### config.mk
export PLATFORM = sky130hd
export DESIGN_NAME = modbus_read_request_framer_flat
export DESIGN_NICKNAME = d
export VERILOG_FILES = /design/src/rtl/mrf_pkg.sv /design/src/rtl/mrf_req_if.sv /design/src/rtl/mrf_byte_if.sv /design/src/rtl/mrf_serializer.sv /design/src/rtl/modbus_read_request_framer.sv /design/src/flat_wrapper.sv
export SDC_FILE = /design/constraint.sdc
export NUM_CORES = 1
export LEC_CHECK = 0
export BUFFER_PORTS_ARGS = -buffer_cell sky130_fd_sc_hd__buf_2
export CAP_MARGIN = 30
export CORE_MARGIN = 8
export CORE_UTILIZATION = 45
export DETAILED_ROUTE_END_ITERATION = 10
export PLACE_DENSITY = 0.67
export SETUP_SLACK_MARGIN = 0.5
export SYNTH_ARGS = -nofsm -noshare
export SYNTH_HDL_FRONTEND = slang
export SYNTH_HIERARCHICAL = 1
export SYNTH_SLANG_ARGS = --single-unit
### constraint.sdc
create_clock -name clk -period 5.1 [get_ports clk]
set_input_delay 0.51 -clock clk [delete_from_list [all_inputs] [get_ports clk]]
set_output_delay 0.51 -clock clk [all_outputs]
set_load 0.005 [all_outputs]
### src/rtl/mrf_pkg.sv
// shared types, constants and the crc byte step of the modbus read request framer
package mrf_pkg;

    localparam int BYTE_W = 8;
    localparam int WORD_W = 16;
    localparam int IDX_W  = 4;

    localparam logic [WORD_W-1:0] CRC_INIT     = 16'hFFFF;
    localparam logic [WORD_W-1:0] CRC_POLY     = 16'hA001;
    localparam logic [BYTE_W-1:0] PROTO_ID_B   = 8'h00;
    localparam logic [BYTE_W-1:0] TCP_LEN_HI   = 8'h00;
    localparam logic [BYTE_W-1:0] TCP_LEN_LO   = 8'h06;
    localparam logic [IDX_W-1:0]  HDR_LEN      = 4'd6;
    localparam logic [IDX_W-1:0]  RTU_LAST_IDX = 4'd7;
    localparam logic [IDX_W-1:0]  TCP_LAST_IDX = 4'd11;

    typedef struct packed {
        logic [BYTE_W-1:0] device_address;
        logic [BYTE_W-1:0] function_code;
        logic [WORD_W-1:0] start_address;
        logic [WORD_W-1:0] item_count;
    } req_t;

    // one byte of crc-16/modbus, bit by bit, lsb first
    function automatic logic [WORD_W-1:0] crc_step(input logic [WORD_W-1:0] crc_in,
                                                   input logic [BYTE_W-1:0] data);
        logic [WORD_W-1:0] c;
        c = crc_in ^ {8'h00, data};
        for (int b = 0; b < BYTE_W; b++)
        begin
            if (c[0])
            begin
                c = (c >> 1) ^ CRC_POLY;
            end
            else
            begin
                c = c >> 1;
            end
        end
        return c;
    endfunction

endpackage

### src/rtl/mrf_req_if.sv
// request channel: one read request per beat
interface mrf_req_if;
    logic        valid;
    logic        ready;
    logic [7:0]  device_address;
    logic [7:0]  function_code;
    logic [15:0] start_address;
    logic [15:0] item_count;

    modport source (output valid, device_address, function_code, start_address, item_count,
                    input ready);
    modport sink   (input valid, device_address, function_code, start_address, item_count,
                    output ready);
endinterface

### src/rtl/mrf_byte_if.sv
// frame byte channel: one frame byte per beat, last byte marked
interface mrf_byte_if;
    logic       valid;
    logic       ready;
    logic [7:0] frame_byte;
    logic       last_byte;

    modport source (output valid, frame_byte, last_byte, input ready);
    modport sink   (input valid, frame_byte, last_byte, output ready);
endinterface

### src/rtl/mrf_serializer.sv
// holds one request, walks its frame bytes into the output register, folds in the crc in rtu mode
module mrf_serializer
    import mrf_pkg::*;
(
    input  logic              clk,
    input  logic              rst_n,
    input  logic              tcp_mode,
    input  logic [WORD_W-1:0] tid,
    mrf_req_if.sink           req,
    mrf_byte_if.source        frame
);

    logic              busy_reg,      busy_next;
    logic              out_valid_reg, out_valid_next;
    logic [IDX_W-1:0]  idx_reg,       idx_next;
    logic              tcp_reg;
    logic [WORD_W-1:0] tid_reg;
    logic [WORD_W-1:0] crc_reg;
    req_t              req_reg;
    logic [BYTE_W-1:0] out_byte_reg;
    logic              out_last_reg;

    logic              load;
    logic              is_last;
    logic              accept;
    logic [BYTE_W-1:0] cur_byte;

    assign load    = busy_reg && (!out_valid_reg || frame.ready);
    assign is_last = tcp_reg ? (idx_reg == TCP_LAST_IDX) : (idx_reg == RTU_LAST_IDX);
    // a new request may enter while the last byte of the previous one moves out
    assign req.ready = !busy_reg || (load && is_last);
    assign accept    = req.valid && req.ready;

    always_comb
    begin
        cur_byte = 8'h00;
        if (tcp_reg)
        begin
            case (idx_reg)
                4'd0:    cur_byte = tid_reg[15:8];
                4'd1:    cur_byte = tid_reg[7:0];
                4'd2:    cur_byte = PROTO_ID_B;
                4'd3:    cur_byte = PROTO_ID_B;
                4'd4:    cur_byte = TCP_LEN_HI;
                4'd5:    cur_byte = TCP_LEN_LO;
                4'd6:    cur_byte = req_reg.device_address;
                4'd7:    cur_byte = req_reg.function_code;
                4'd8:    cur_byte = req_reg.start_address[15:8];
                4'd9:    cur_byte = req_reg.start_address[7:0];
                4'd10:   cur_byte = req_reg.item_count[15:8];
                4'd11:   cur_byte = req_reg.item_count[7:0];
                default: cur_byte = 8'h00;
            endcase
        end
        else
        begin
            case (idx_reg)
                4'd0:    cur_byte = req_reg.device_address;
                4'd1:    cur_byte = req_reg.function_code;
                4'd2:    cur_byte = req_reg.start_address[15:8];
                4'd3:    cur_byte = req_reg.start_address[7:0];
                4'd4:    cur_byte = req_reg.item_count[15:8];
                4'd5:    cur_byte = req_reg.item_count[7:0];
                // crc goes low byte first
                4'd6:    cur_byte = crc_reg[7:0];
                4'd7:    cur_byte = crc_reg[15:8];
                default: cur_byte = 8'h00;
            endcase
        end
    end

    always_comb
    begin
        busy_next      = busy_reg;
        idx_next       = idx_reg;
        out_valid_next = out_valid_reg;
        if (load)
        begin
            out_valid_next = 1'b1;
            idx_next       = idx_reg + 4'd1;
            if (is_last)
            begin
                busy_next = 1'b0;
            end
        end
        else if (frame.ready)
        begin
            out_valid_next = 1'b0;
        end
        if (accept)
        begin
            busy_next = 1'b1;
            idx_next  = '0;
        end
    end

    always_ff @(posedge clk or negedge rst_n)
    begin
        if (!rst_n)
        begin
            busy_reg      <= 1'b0;
            out_valid_reg <= 1'b0;
            idx_reg       <= '0;
        end
        else
        begin
            busy_reg      <= busy_next;
            out_valid_reg <= out_valid_next;
            idx_reg       <= idx_next;
        end
    end

    always_ff @(posedge clk)
    begin
        if (load)
        begin
            out_byte_reg <= cur_byte;
            out_last_reg <= is_last;
            if (!tcp_reg && (idx_reg < HDR_LEN))
            begin
                crc_reg <= crc_step(crc_reg, cur_byte);
            end
        end
        if (accept)
        begin
            req_reg.device_address <= req.device_address;
            req_reg.function_code  <= req.function_code;
            req_reg.start_address  <= req.start_address;
            req_reg.item_count     <= req.item_count;
            tcp_reg                <= tcp_mode;
            tid_reg                <= tid;
            crc_reg                <= CRC_INIT;
        end
    end

    assign frame.valid      = out_valid_reg;
    assign frame.frame_byte = out_byte_reg;
    assign frame.last_byte  = out_last_reg;

endmodule

### src/rtl/modbus_read_request_framer.sv
// modbus read request framer: one request in, an rtu or tcp frame out one byte per beat
// the request is registered first, then its first frame byte moves into the output register
// frames are 8 bytes in rtu mode, 12 in tcp mode, sent one byte per cycle while frame ready
// holds, through the single output register; the next request is taken with the last byte
// reset: rtu mode, transaction counter zero, no bytes pending
module modbus_read_request_framer
    import mrf_pkg::*;
(
    input  logic       clk,
    input  logic       rst_n,
    input  logic       cfg_we,
    input  logic       cfg_wdata,
    mrf_req_if.sink    req,
    mrf_byte_if.source frame
);

    logic              tcp_mode_reg;
    logic [WORD_W-1:0] tid_reg, tid_next;
    logic [WORD_W-1:0] tid_inc;

    // counter advances before use, wraps naturally at 16 bits
    assign tid_inc  = tid_reg + 16'd1;
    assign tid_next = (req.valid && req.ready && tcp_mode_reg) ? tid_inc : tid_reg;

    always_ff @(posedge clk or negedge rst_n)
    begin
        if (!rst_n)
        begin
            tcp_mode_reg <= 1'b0;
            tid_reg      <= '0;
        end
        else
        begin
            if (cfg_we)
            begin
                tcp_mode_reg <= cfg_wdata;
            end
            tid_reg <= tid_next;
        end
    end

    mrf_serializer u_serializer (
        .clk      (clk),
        .rst_n    (rst_n),
        .tcp_mode (tcp_mode_reg),
        .tid      (tid_inc),
        .req      (req),
        .frame    (frame)
    );

endmodule
### src/flat_wrapper.sv
// flat-port wrapper written by rule: the top's interface ports become plain ports
module modbus_read_request_framer_flat import mrf_pkg::*;
  (clk, rst_n, cfg_we, cfg_wdata, req_valid, req_device_address, req_function_code, req_start_address, req_item_count, req_ready, frame_valid, frame_frame_byte, frame_last_byte, frame_ready);
  mrf_req_if req_i ();
  mrf_byte_if frame_i ();
  input  logic clk;
  input  logic rst_n;
  input  logic cfg_we;
  input  logic cfg_wdata;
  input wire logic [$bits(req_i.valid)-1:0] req_valid;
  input wire logic [$bits(req_i.device_address)-1:0] req_device_address;
  input wire logic [$bits(req_i.function_code)-1:0] req_function_code;
  input wire logic [$bits(req_i.start_address)-1:0] req_start_address;
  input wire logic [$bits(req_i.item_count)-1:0] req_item_count;
  output wire logic [$bits(req_i.ready)-1:0] req_ready;
  output wire logic [$bits(frame_i.valid)-1:0] frame_valid;
  output wire logic [$bits(frame_i.frame_byte)-1:0] frame_frame_byte;
  output wire logic [$bits(frame_i.last_byte)-1:0] frame_last_byte;
  input wire logic [$bits(frame_i.ready)-1:0] frame_ready;
  assign req_i.valid = req_valid;
  assign req_i.device_address = req_device_address;
  assign req_i.function_code = req_function_code;
  assign req_i.start_address = req_start_address;
  assign req_i.item_count = req_item_count;
  assign req_ready = req_i.ready;
  assign frame_valid = frame_i.valid;
  assign frame_frame_byte = frame_i.frame_byte;
  assign frame_last_byte = frame_i.last_byte;
  assign frame_i.ready = frame_ready;
  modbus_read_request_framer u_core (.clk(clk), .rst_n(rst_n), .cfg_we(cfg_we), .cfg_wdata(cfg_wdata), .req(req_i), .frame(frame_i));
endmodule
==> results.json, run 1 <==
{
  "cts_tree": "yes",
  "setup_slack_ns": 1.17,
  "p_comb_share_pct": 42.5,
  "syn_avg_cell_area_sq_um": 12.2,
  "fin_crit_ns": 3.93,
  "path_clk_slew_ns": 0.05,
  "synthCells": 441,
  "clkPwrFrac_pct": 27.3,
  "synth_flop_cell": "edfxtp_1",
  "ys_ff_latch": 113,
  "finalClockSkew_ns": 0.00656,
  "slew_headroom_pct": 38.2,
  "async_flop_share_pct": 20.4,
  "cp.arrival_ns": 4.20,
  "critPathSlowestCell": "ha_1",
  "largest_reg_flops": 48,
  "ir_drop_mv": 0.364,
  "fin_tns_setup_ns": 0,
  "reg2reg_slack_ns": 1.17,
  "cp_common_cell": "xnor3_1",
  "htreeDepth": 4,
  "crit_required_ns": 5.37,
  "reg2reg_from": "u_core/u_serializer/idx_reg[0]",
  "r2r_cells": 12,
  "layout_common_cells": "edfxtp_1 (74), buf_2 (64), nand2_1 (41)",
  "die_h_um": 125,
  "hold_violations": 0,
  "ant_nets": 0,
  "worst_pin_slew_ns": 0.927,
  "insertion_delay_ns": 0.41,
  "layout_commonest_cell": "edfxtp_1",
  "path_cells": "inv_1, ha_1, buf_4, nor2_1, a21oi_2, nand3_4, o22ai_2, xnor3_1, xnor3_2, xnor3_1, xor2_1, o21ai_1",
  "grt_setup_unrepaired": "false",
  "io_pins": 65,
  "final_nets": 559,
  "cts-root-buf": "clkbuf_16",
  "num_rows": 40,
  "cp_max_fo": 25,
  "synth_edf_count": 74,
  "slew_violations": 0,
  "die_x_um": 125,
  "p_leak_uw": 0.00248,
  "grt-ovfl-total": 0,
  "ys_types": 55,
  "cts_hold_buf": 0,
  "net-switching-power_uw": 1560,
  "endpoint_kind": "flip-flop",
  "pre_cts_ws_ns": 1.27,
  "cpPeakStageDelay_ns": 0.77,
  "nFillCells": 969,
  "yosysSeqAreaShare_pct": 57.8,
  "crit_type": "flip-flop to flip-flop",
  "grt_max_degree": 36,
  "syn_area_sq_um": 5400,
  "timing.fmax_mhz": 255,
  "r2r_end": "u_core/u_serializer/crc_reg[0]",
  "postCtsSetupBuffers": 0,
  "syn-num-nets": 500,
  "drt_first_iter_violations": 314,
  "p_per_area_nw_per_um2": 695,
  "numCtsBuffers": 17,
  "areaGrowthSynthToFinish_pct": 17.9,
  "hp-class": "primary input to async pin",
  "io_buffers": 64,
  "core_sq_um": 11900,
  "fin_crit_sh_pct": 77.0,
  "pwr-share-seq_pct": 30.1,
  "drt-total-wl_um": 12300,
  "clockBufferDepth": 2,
  "fin_hold_ws_ns": 0.0745,
  "place_congestion": 0.816,
  "vias": 3741,
  "layout-drive-gt1-share_pct": 23.6,
  "yosysWarnings": 6,
  "drv_cap": 0,
  "cts_resized": 0,
  "die_area_sq_um": 15700,
  "setup.worst_path.start_class": "flip-flop",
  "firstDrtPassIters": 8,
  "wl_per_cell_um": 18.6,
  "cts.sinks": 113,
  "grt_pass1_vias": 3811,
  "antenna_found_initial": 0,
  "gr-usage-all-layers_pct": 16.0,
  "initial_core_util_pct": 45.5,
  "dpl.hpwl_um": 8430,
  "drc_errors": 0,
  "outcome": "finished, final reports clean",
  "vias_per_cell": 5.67,
  "grt_pass1_wl_um": 19900,
  "p_int_uw": 2860,
  "swShare_pct": 35.3,
  "antenna_cells": 0,
  "setup_violations": 0
}
==> area by class of cell <==
class                   instances  area [sq um]  area share [%]
flip-flops and latches        113          3120            49.0
well taps                     147           184            2.89
inverters                       6          22.5           0.354
repair buffers                 71           373            5.86
multi-input cells             291          2060            32.4
clock buffers                  20           437            6.87
clock inverters                12           166            2.62
==> power by group through the flow <==
stage	registers [uW]	clock network, uW	logic, uW
final	1330	1210	1880
after global routing	1350	1270	2050
after CTS	1330	1230	1870
after detailed placement	1340	0	1840
after global placement	1340	0	1800
after floorplan	1270	0	1600
==> worst max path at each step <==
stage | start | cells past startpoint | end
2_1_floorplan | u_core/u_serializer/idx_reg[0] | 10 | u_core/u_serializer/crc_reg[15]
3_3_place_gp | u_core/u_serializer/idx_reg[3] | 7 | u_core/u_serializer/req_reg[12]
3_5_place_dp | u_core/u_serializer/idx_reg[3] | 7 | u_core/u_serializer/req_reg[6]
4_1_cts | u_core/u_serializer/idx_reg[3] | 7 | u_core/u_serializer/req_reg[11]
5_1_grt | u_core/u_serializer/idx_reg[0] | 12 | u_core/u_serializer/crc_reg[0]
6_report | u_core/u_serializer/idx_reg[0] | 12 | u_core/u_serializer/crc_reg[0]
==> per-stage QoR <==
step           std cells  util [%]  total power (uW)  area, sq um
2_1_floorplan        441         -              2870         5400
3_3_place_gp         628      48.5              3140         5760
3_5_place_dp         628      48.5              3190         5760
4_1_cts              660      53.6              4430         6360
5_1_grt              660      53.6              4680         6360
6_report             660      53.6              4420         6360
==> cell families after synthesis <==
logic type | count (synthesis) | share of synthesized area [%]
AOI/OAI and AO/OA | 108 | 14.6
xor gates and xnor gates | 55 | 9.86
adders and majority gates | 5 | 1.16
buffers and inverters | 37 | 4.04
DFF | 113 | 57.8
muxes | 10 | 2.02
and+or+nand+nor | 113 | 10.5
==> worst max-delay path: cells and delay by family (launching register included) <==
family                   cells  cell delay [ns]
XOR/XNOR                     4             1.48
buffers and inverters        2             0.42
flip-flops                   1             0.44
adder cells (fa/ha/maj)      1             0.77
AO/OA/AOI/OAI                3             0.46
AND/OR/NAND/NOR              2             0.22
==> per-layer routing <==
layer	share of wire, %	track usage [%]	wire, um
met5	0	0	0
met2	49	25.4	5950
met3	6.4	5.44	784
met1	43	19.3	5260
met4	2.1	7.02	259
==> cell usage after synthesis, drive strengths merged, types with 3 or more instances <==
cell type   n  area share [%]
nand4       7            0.81
dfrtp      23              11
nand3      16             1.9
and3        4            0.46
dfxtp      16             5.9
xnor3       3             1.3
xnor2      27             4.4
clkbuf      9            0.65
mux2        7             1.5
a222oi      5            0.93
o211ai      7            0.97
buf        22             3.0
nor3        6            0.74
nand2      41             2.9
inv         5            0.35
a221oi      9             1.7
nand2b      6            0.70
a22oi      38             5.3
o22ai       8             1.3
o21ai       3            0.28
xor2       25             4.2
a21oi      27             2.6
mux2i       3            0.56
a211oi      6            0.83
nor4        3            0.46
ha          5             1.2
edfxtp     74              41
nor2       23             1.6
(Power assumes the default switching activity.)
==> run 2, diff against run 1 <==
clock period = 3.7 ns   (was 5.1 ns; I/O delays follow)
==> run 2 against run 1 <==
  * Count of clock-buffer cells in the layout down 2
  * Non-clock buffer count increased by 20
  * Power increased by 46%
  * Final cell count increased by 3.0%
  * Sequential power rose by 38%
  * Sequential cell count unchanged
  * Routed wire length about the same
  * Setup slack lost 0.57 ns
  * Fmax increased by 27%
==> results.json, run 2 (same netlist as run 1, synthesis figures left out) <==
{
  "htreeDepth": 4,
  "grt_pass1_vias": 3863,
  "die_area_sq_um": 15700,
  "p_leak_uw": 0.00259,
  "die_x_um": 125,
  "clockBufferDepth": 2,
  "fin_crit_sh_pct": 83.6,
  "slew_violations": 0,
  "layout-drive-gt1-share_pct": 31.0,
  "reg2reg_from": "u_core/u_serializer/idx_reg[0]",
  "setup_violations": 0,
  "firstDrtPassIters": 8,
  "path_clk_slew_ns": 0.05,
  "wl_per_cell_um": 18.0,
  "drt-total-wl_um": 12300,
  "reg2reg_slack_ns": 0.61,
  "dpl_cell_area_sq_um": 5820,
  "drt_first_iter_violations": 401,
  "core_sq_um": 11900,
  "hold_violations": 0,
  "place_congestion": 0.848,
  "numCtsBuffers": 17,
  "crit_required_ns": 4.00,
  "antenna_cells": 0,
  "final_nets": 579,
  "cts.sinks": 113,
  "cp_max_fo": 14,
  "die_h_um": 125,
  "ant_nets": 0,
  "regArea_sq_um": 3120,
  "slew_headroom_pct": 40.6,
  "ir_drop_mv": 0.499,
  "worst_pin_slew_ns": 0.889,
  "hp-class": "primary input to flip-flop",
  "layout_commonest_cell": "edfxtp_1",
  "startpoint": "u_core/u_serializer/idx_reg[0]",
  "timing.fmax_mhz": 323,
  "nFillCells": 957,
  "largest_reg_flops": 48,
  "drc_errors": 0,
  "p_per_area_nw_per_um2": 970,
  "cts-root-buf": "clkbuf_16",
  "final_cell_area_sq_um": 6660,
  "multi_input_area_sq_um": 2190,
  "insertion_delay_ns": 0.42,
  "io_buffers": 64,
  "crit_type": "flip-flop to flip-flop",
  "setup.worst_path.start_class": "flip-flop",
  "vias_per_cell": 5.61,
  "grt_pass1_wl_um": 19400,
  "gr-usage-all-layers_pct": 15.7,
  "num_rows": 40,
  "finalClockSkew_ns": 0.00667,
  "grt-ovfl-total": 0,
  "initial_core_util_pct": 45.5,
  "outcome": "finished, final reports clean",
  "fin_tns_setup_ns": 0,
  "grt_setup_unrepaired": "false",
  "cp.arrival_ns": 3.39,
  "antenna_found_initial": 0,
  "drv_cap": 0,
  "vias": 3816,
  "grt_max_degree": 62,
  "dpl.hpwl_um": 8470,
  "io_pins": 65,
  "hold_start": "req_start_address[0]",
  "areaGrowthSynthToFinish_pct": 23.5,
  "layout_common_cells": "edfxtp_1 (74), buf_2 (64), nand2_1 (41)",
  "endpoint_kind": "flip-flop",
  "fin_crit_ns": 3.09,
  "cts_tree": "yes"
}
run 2: cell types whose count changed in the layout (fill, tap and decap cells not counted), moves of 3 or more:
| cell | before | now |
|---|---|---|
| o22ai_2 | 1 | 4 |
| xor2_1 | 24 | 21 |
| inv_6 | 0 | 3 |
| ha_4 | 0 | 4 |
| dfrtp_1 | 23 | 20 |
| ha_1 | 5 | 1 |
| clkbuf_1 | 3 | 0 |
| o22ai_1 | 6 | 3 |
| xor2_2 | 1 | 4 |
| buf_4 | 7 | 25 |
run 2: worst max-delay path, cell delays in order (launching register included):
cell and delay [ns]:
dfrtp_2 0.44, inv_2 0.09, ha_4 0.22, buf_4 0.16
a221oi_2 0.23, a21oi_1 0.07, a221oi_2 0.23, o22ai_2 0.17
xnor3_1 0.39, xnor3_2 0.42, xnor3_1 0.27, a21oi_1 0.07
or2_1 0.22
run 2: layer usage:
metal / vias up / global-route usage (%) / wire length (um)
met5: - / 0 / 0
met4: 0 / 7.59 / 216
met3: 18 / 4.76 / 815
met2: 132 / 25.1 / 5980
met1: 1853 / 19.0 / 5250
li1: 1813 / - / -
run 2: what timing repair did:
| item | 4_1_cts | 5_1_grt |
|---|---|---|
| endpoints found under the setup margin | 3 | 3 |
| resized for setup | 17 | 9 |
| pin swaps | 5 | 7 |
| hold endpoints to repair | 23 | 0 |
| setup buffers | 3 | 9 |
| hold buffers | 1 | 0 |
run 2: cell type report:
type	instances	share of cell area, %
clock inverters	14	2.29
flip-flops and latches	113	46.9
inverters	6	0.357
clock buffers	18	6.76
well taps	147	2.76
multi-input cells	291	32.9
repair buffers	91	8.07
run 2: worst paths after layout:
check	end	cells past startpoint
setup / recovery	u_core/u_serializer/crc_reg[15]	12
hold / removal	u_core/u_serializer/req_reg[16]	1
setup reg to reg	u_core/u_serializer/crc_reg[15]	12
hold reg to reg	u_core/u_serializer/frame.valid	1
max in group asynchronous	u_core/u_serializer/idx_reg[2]	2
min in group asynchronous	u_core/tid_reg[15]	2
run 2: power breakdown:
part | switching, uW | total [uW] | internal [uW]
sequential | 229 | 1840 | 1610
combinational | 1490 | 3000 | 1500
clock | 594 | 1630 | 1030
run 2: metrics by stage:
stage	total power, uW	hold slack [ns]	worst slack (ns)	instances	utilization, %
floorplan	3960	0.0744	0.715	441	-
global placement	4370	0.385	0.326	635	49.1
detailed placement	4450	0.393	0.212	635	49.1
CTS	6290	0.108	0.508	671	55.2
global route	6800	0.113	0.485	680	56.2
finish	6470	0.127	0.606	680	56.2
